==> src/rtl/sksg_pkg.sv <==
// ----------------------------------------------------------------------------
// sksg_pkg
// Shared types and constants for the spline knot slope generator.
// ----------------------------------------------------------------------------
package sksg_pkg;

  localparam int unsigned MAX_KNOTS_DEF = 1024;
  localparam int unsigned FRAC_BITS_DEF = 16;
  localparam int unsigned IDX_W         = 10;
  localparam int unsigned Q_W           = 32;
  localparam int unsigned CFG_IDX_W     = 2;
  localparam int unsigned CFG_DATA_W    = 16;

  localparam logic [CFG_IDX_W-1:0] REG_METHOD    = 2'd0;
  localparam logic [CFG_IDX_W-1:0] REG_MONOTONIC = 2'd1;
  localparam logic [CFG_IDX_W-1:0] REG_THRESHOLD = 2'd2;

  typedef enum logic [4:0] {
    ST_IDLE,
    ST_SETUP,
    ST_SEC_LOAD,
    ST_SEC_WAIT,
    ST_AK_N,
    ST_AK_MUL,
    ST_AK_DIV,
    ST_AK_WAIT,
    ST_BASE_DONE,
    ST_CL_LOAD,
    ST_CL_WAIT,
    ST_CL_EVAL,
    ST_EMIT,
    ST_OUT_WAIT
  } state_t;

  // divider request and response
  typedef struct packed {
    logic        start;
    logic [63:0] num_mag;
    logic [63:0] den_mag;
  } div_req_t;

  typedef struct packed {
    logic        done;
    logic [63:0] quo_mag;
  } div_rsp_t;

endpackage

==> src/rtl/sksg_divider.sv <==
// ----------------------------------------------------------------------------
// sksg_divider
// Radix-2 restoring divider on 64-bit magnitudes, one quotient bit a cycle.
// ----------------------------------------------------------------------------
module sksg_divider (
  input  logic              clk,
  input  logic              rst_n,
  input  sksg_pkg::div_req_t req,
  output sksg_pkg::div_rsp_t rsp
);
  import sksg_pkg::*;

  logic [63:0] rem_r, rem_nxt;
  logic [63:0] quo_r, quo_nxt;
  logic [63:0] den_r;
  logic [6:0]  cnt_r, cnt_nxt;
  logic        busy_r, busy_nxt;
  logic        done_r, done_nxt;
  logic [64:0] trial;

  always_comb begin
    rem_nxt  = rem_r;
    quo_nxt  = quo_r;
    cnt_nxt  = cnt_r;
    busy_nxt = busy_r;
    done_nxt = 1'b0;
    trial    = {rem_r, quo_r[63]} - {1'b0, den_r};
    if (req.start) begin
      rem_nxt  = '0;
      quo_nxt  = req.num_mag;
      cnt_nxt  = 7'd0;
      busy_nxt = 1'b1;
    end else if (busy_r) begin
      if (!trial[64]) begin
        rem_nxt = trial[63:0];
        quo_nxt = {quo_r[62:0], 1'b1};
      end else begin
        rem_nxt = {rem_r[62:0], quo_r[63]};
        quo_nxt = {quo_r[62:0], 1'b0};
      end
      cnt_nxt = cnt_r + 7'd1;
      if (cnt_r == 7'd63) begin
        busy_nxt = 1'b0;
        done_nxt = 1'b1;
      end
    end
  end

  always_ff @(posedge clk) begin
    if (!rst_n) begin
      busy_r <= 1'b0;
      done_r <= 1'b0;
      cnt_r  <= '0;
    end else begin
      busy_r <= busy_nxt;
      done_r <= done_nxt;
      cnt_r  <= cnt_nxt;
    end
  end

  always_ff @(posedge clk) begin
    rem_r <= rem_nxt;
    quo_r <= quo_nxt;
    if (req.start) den_r <= req.den_mag;
  end

  assign rsp.done    = done_r;
  assign rsp.quo_mag = quo_r;

  a_no_restart: assert property (@(posedge clk) disable iff (!rst_n)
    busy_r |-> !req.start) else $error("divider restarted while busy");
  a_done_pulse: assert property (@(posedge clk) disable iff (!rst_n)
    done_r |=> !done_r) else $error("done held");
  a_done_idle: assert property (@(posedge clk) disable iff (!rst_n)
    done_r |-> !busy_r) else $error("done while busy");

endmodule

==> config.mk <==
export PLATFORM = sky130hd
export DESIGN_NAME = sksg_divider
export DESIGN_NICKNAME = d
export VERILOG_FILES = /design/src/rtl/sksg_pkg.sv /design/src/rtl/sksg_divider.sv
export SDC_FILE = /design/constraint.sdc
export NUM_CORES = 1
export LEC_CHECK = 0
export CORE_ASPECT_RATIO = 2
export CORE_MARGIN = 2
export CORE_UTILIZATION = 30
export DETAILED_ROUTE_END_ITERATION = 12
export DONT_BUFFER_PORTS = 1
export PLACE_DENSITY = 0.57
export SYNTH_ARGS = -nofsm -noshare
export SYNTH_HDL_FRONTEND = slang
export SYNTH_SLANG_ARGS = --single-unit
==> constraint.sdc <==
create_clock -name clk -period 3.2 [get_ports clk]
set_clock_uncertainty 0.15 [all_clocks]
set_input_delay 0 -clock clk [delete_from_list [all_inputs] [get_ports clk]]
set_output_delay 0 -clock clk [all_outputs]
set_load 0.03 [all_outputs]
**Word level (Yosys, flattened, before mapping)**

Index checks and enable logic that the tools add are counted.

- Add/subtract/negate cells: 2
- Equality and inequality tests: 1
- Muxes and demuxes: 8
- Bitwise gates (word level): 2
- Reductions and logical operators: 3

Operator list:

| operator | count |
|---|---|
| 64-bit two-way mux | 3 |
| 65-bit by 64-bit subtractor with 65-bit output | 1 |
| 7-bit by 1-bit adder with 7-bit output, second input constant | 1 |
| 7-bit by 6-bit equality test with 1-bit output, second input constant | 1 |
| 1-bit two-way mux | 5 |
| 3-bit OR reduction | 1 |
| 1-bit inverter | 2 |
| 2-bit nonzero test | 1 |
| 2-bit OR reduction | 1 |

- Flip-flop bits (word level): 201
- Input port bits: 131
- Word-level logic and storage cells: 22

**Depth between registers and ports, before layout**

- Word-level depth: 4
- Mapped depth: 15
- Depth with buffers taken out: 13

**Worst setup path before layout**

Ideal clock, no wire load.

- Path kind: register to register
- From: reg quo_r[63]
- To: reg rem_r[61]
- Library setup time: 0.141 ns
- Data arrival time: 3.192 ns
- Required time: 2.909 ns
- Path slack: -0.283 ns
- Cell stages (with the launch flop): 14
- Buffers on the path: 0
- Period minus slack after synthesis: 3.483 ns
- Cells stage by stage: edfxtp_1 -> inv_1 -> ha_1 -> fa_1 -> nand2b_1 -> a21oi_1 -> o211ai_1 -> a21o_1 -> a21oi_2 -> a31oi_4 -> xor2_2 -> or4_1 -> mux2i_1 -> a2111oi_2

- Longest elaborated chain between the ends: 2

Ends and longest elaborated chain:

| what | line | RTL |
|---|---|---|
| from (decl) | sksg_divider.sv:14 | `logic [63:0] quo_r, quo_nxt;` |
| from (signal assigned) | sksg_divider.sv:63 | `quo_r <= quo_nxt;` |
| 65-bit by 64-bit subtractor with 65-bit output | sksg_divider.sv:27 | `trial = {rem_r, quo_r[63]} - {1'b0, den_r};` |
| 64-bit two-way mux | sksg_divider.sv:34 | `if (!trial[64]) begin` |
| to (signal assigned) | sksg_divider.sv:62 | `rem_r <= rem_nxt;` |
| to (decl) | sksg_divider.sv:13 | `logic [63:0] rem_r, rem_nxt;` |

Every way passes these cells.
A chain may end at the register's enable or synchronous reset.

**Worst setup path in the final report**

- From: reg den_r[0]
- To: reg rem_r[61]

- Longest elaborated chain between the ends: 2

Ends and longest elaborated chain:

| what | line | RTL |
|---|---|---|
| from (decl) | sksg_divider.sv:15 | `logic [63:0] den_r;` |
| from (signal assigned) | sksg_divider.sv:64 | `if (req.start) den_r <= req.den_mag;` |
| 65-bit by 64-bit subtractor with 65-bit output | sksg_divider.sv:27 |  |
| 64-bit two-way mux | sksg_divider.sv:34 |  |

Every way passes these cells.

==> impl_results.md <==
* Clk sinks at 201
* Synth Area per Inst at 9.57 um2
* Pwr Total at 9.73 mW
* Failing checks: negative setup slack
* Synth unique cells at 84
* Total Routing Usage GR at 19.1%
* CTS root buf: clkbuf_16
* Drt pass-1 iters at 5
* Final wirelength at 42400 um
* Mapped cell area at 12200 um2
* Area of the multi-input gates at 7090 um2
* Slew HR at 38.4%
* Critical path launch point type: flip-flop
* CTS tree: built
* Area leader, netlist: edfxtp_1
* Synth Register Bits at 201
* Via Count at 11700
* Worst path required time at 3.46 ns
* First-pass GRT wire length at 64500 um
* DP Worst Slack at -0.722 ns
* Vias in the first global route at 12500
* Nets at 1954
* PortBufs at 0
* Share of cells above drive strength 1 at 29.8%
* Largest net degree at the start of global routing at 127
* Yosys top cell area share at 31.6%
* Ant. Diodes at 0
* Mapped Nets at 1468
* CP startpoint: den_r[0]$_DFFE_PP_
* Vias per inst at 5.08
* Clk slew on worst S/H paths at 0.07 ns
* Leakage at 7.71 nW
* Fillers at 3781
* Largest cells by area after synthesis: edfxtp_1, dfxtp_1, ha_1, mux2_2, nand2_1
* Yosys warning count at 0
* Starting DRT DRC Count at 519
* Max VDD drop at 0.420 mV
* Final setup margin at -0.220 ns
* RSZ-0062 raised after global routing: yes
* CP Capture Type: flip-flop
* Placer Congestion at 0.938
* Dpl cells at 1959
* Status: finished with violations
* Initial antenna violation count at 0
* Main synth FF type: edfxtp_1
* Die area at 42300 um2
* Die width at 146 um
* WS Path Type: flip-flop to flip-flop
* Period minus WS final at 3.42 ns
* Hold Vio Cnt, Final at 0
* Avg WL per Cell at 18.4 um
* Non-Filler Instances at 2304
* Drc violations at 0
* Max_cap viols at 0
* Number of synthesized flops with an enable pin at 128
* Synthesis-to-finish area growth at 57.3%
* Clk Latency, worst-skew pair at 0.55 ns
* Top-count cell post-synth: nand2_1
* Register area at 5310 um2
* Max FO, Critical Path at 4
* Mapped Cells at 1271
* Reg2Reg Launch Point: den_r[0]$_DFFE_PP_
* Fmax at 292 MHz
* CTS Buffer Depth at 3
* Routed Antenna Nets at 0
* Number of CTS-inserted buffers at 23
* CORE AREA at 40100 um2
* Fin crit share at 107%
* Grt ovf at 0
* Rows at 104
* Die Y at 289 um
* Hold Crit Start: req[32]
* Initial Utilization at 30.3%
* Synth top cells by count: nand2_1, edfxtp_1, nor2_1, a21oi_1, inv_1
* H-tree Lvls at 1
* Path type of the worst min-delay path: input port to flip-flop
* Worst-Margin Slew at 0.920 ns
* Sequential fraction of the synthesis area at 43.6%
* Hpwl dp at 28300 um
* Pins Over Slew Limit at 0
* Final setup viols at 61
* Pwr per Cell Area at 508 nW/um2
* Async SR Flop Fraction at 0%
* Worst EP arrival at 3.68 ns
* Io pins at 196
[cells by family (layout without fill, tap and decap cells)]
group	after synthesis	in the layout	share of synthesized area, %
compound gates	331	331	19.0
xor+xnor	54	55	4.10
mux	74	74	6.75
fa+ha+maj	66	66	6.85
buf+inv	163	665	5.58
flops	201	201	43.6
simple gates	382	382	14.1
[per-stage QoR]
stage | utilization (%) | setup TNS, ns | hold WS (ns) | cell area, um2
final | 47.7 | -7.60 | 0.00797 | 19100
after floorplan | - | -0.0995 | -0.0511 | 12200
after global routing | 47.7 | -14.41 | 0.0156 | 19100
after global placement | 35.6 | -7.72 | -0.0578 | 14300
after detailed placement | 35.6 | -10.27 | -0.0537 | 14300
after CTS | 46.1 | -7.82 | 0.00516 | 18500
[timing repair]
item,in CTS,in global routing
buffers inserted,27,14
resized for setup,82,128
pin swaps,36,67
hold endpoints to repair,265,0
hold buffers,260,0
gates cloned,4,3
setup endpoints to repair,64,65
[sequential cells by signal, indices dropped and copies added (netlist names)]
register  count
busy_r        1
cnt_r         7
den_r        64
done_r        1
quo_r        64
rem_r        64
[cell usage in the layout (no fill, tap or decap), types with 7 or more instances in the layout]
| cell | instances |
|---|---|
| dlygate4sd3_1 | 259 |
| and3_1 | 8 |
| o21ai_0 | 34 |
| a311oi_2 | 22 |
| edfxtp_1 | 128 |
| xnor2_1 | 33 |
| inv_1 | 92 |
| o21ai_2 | 7 |
| a21o_1 | 19 |
| a21oi_1 | 85 |
| buf_4 | 233 |
| nand2b_1 | 9 |
| o21ai_1 | 12 |
| buf_12 | 15 |
| ha_4 | 12 |
| nand2_1 | 126 |
| o21bai_1 | 22 |
| o211ai_1 | 10 |
| nand3_1 | 19 |
| or3_1 | 9 |
| nor2_1 | 108 |
| clkbuf_1 | 7 |
| ha_1 | 52 |
| buf_6 | 15 |
| mux2i_1 | 10 |
| nand2_4 | 10 |
| a211oi_2 | 7 |
| mux2_2 | 64 |
| o21a_1 | 7 |
| xor2_1 | 16 |
| a21oi_2 | 10 |
| nand2_2 | 23 |
| dfxtp_1 | 72 |
| a311oi_1 | 22 |
| nand4_1 | 19 |
| clkbuf_16 | 26 |
| a31oi_1 | 7 |
[metal layers]
| metal | GRT usage [%] | up-vias | wire (um) |
|---|---|---|---|
| li1 | - | 5597 | - |
| met1 | 18.1 | 5557 | 14400 |
| met2 | 38.2 | 403 | 23100 |
| met3 | 2.91 | 158 | 1860 |
| met4 | 11.7 | 0 | 3020 |
| met5 | 0 | - | 0 |
[layout make-up]
class	instances	share of cell area, %
Clock inverter	10	0.719
Sequential cell	201	27.7
Inverter	96	1.88
Clock buffer	32	3.29
Tap cell	530	3.47
Multi-Input combinational cell	908	37.1
Timing Repair Buffer	527	25.8
[report_power, final]
part | switching, mW | internal, mW | total [mW]
clock | 1.18 | 1.63 | 2.80
combinational | 1.76 | 1.78 | 3.55
sequential | 0.344 | 3.03 | 3.38
total | 3.29 | 6.44 | 9.73
[critical path, stage by stage, from the launching register on]
cell       delay (ns)
edfxtp_1         0.42
ha_4             0.19
fa_2             0.35
nand2b_4         0.16
a21oi_4          0.13
o211ai_1         0.15
a21o_1           0.24
a21oi_4          0.21
a31oi_4          0.14
buf_6            0.16
buf_12           0.13
xor2_4           0.15
or4_1            0.48
mux2i_1          0.17
a2111oi_2        0.05
[path summary, 6_finish.rpt]
kind	endpoint	slack, ns	cells after the start
hold / removal	den_r[32]$_DFFE_PP_	0.008	1
setup reg to reg	rem_r[61]$_SDFFE_PP0P_	-0.22	14
setup / recovery	rem_r[61]$_SDFFE_PP0P_	-0.22	14
hold reg to reg	cnt_r[6]$_SDFFE_PP0P_	0.33	2
No activity file was read; power rests on OpenSTA's default activity.
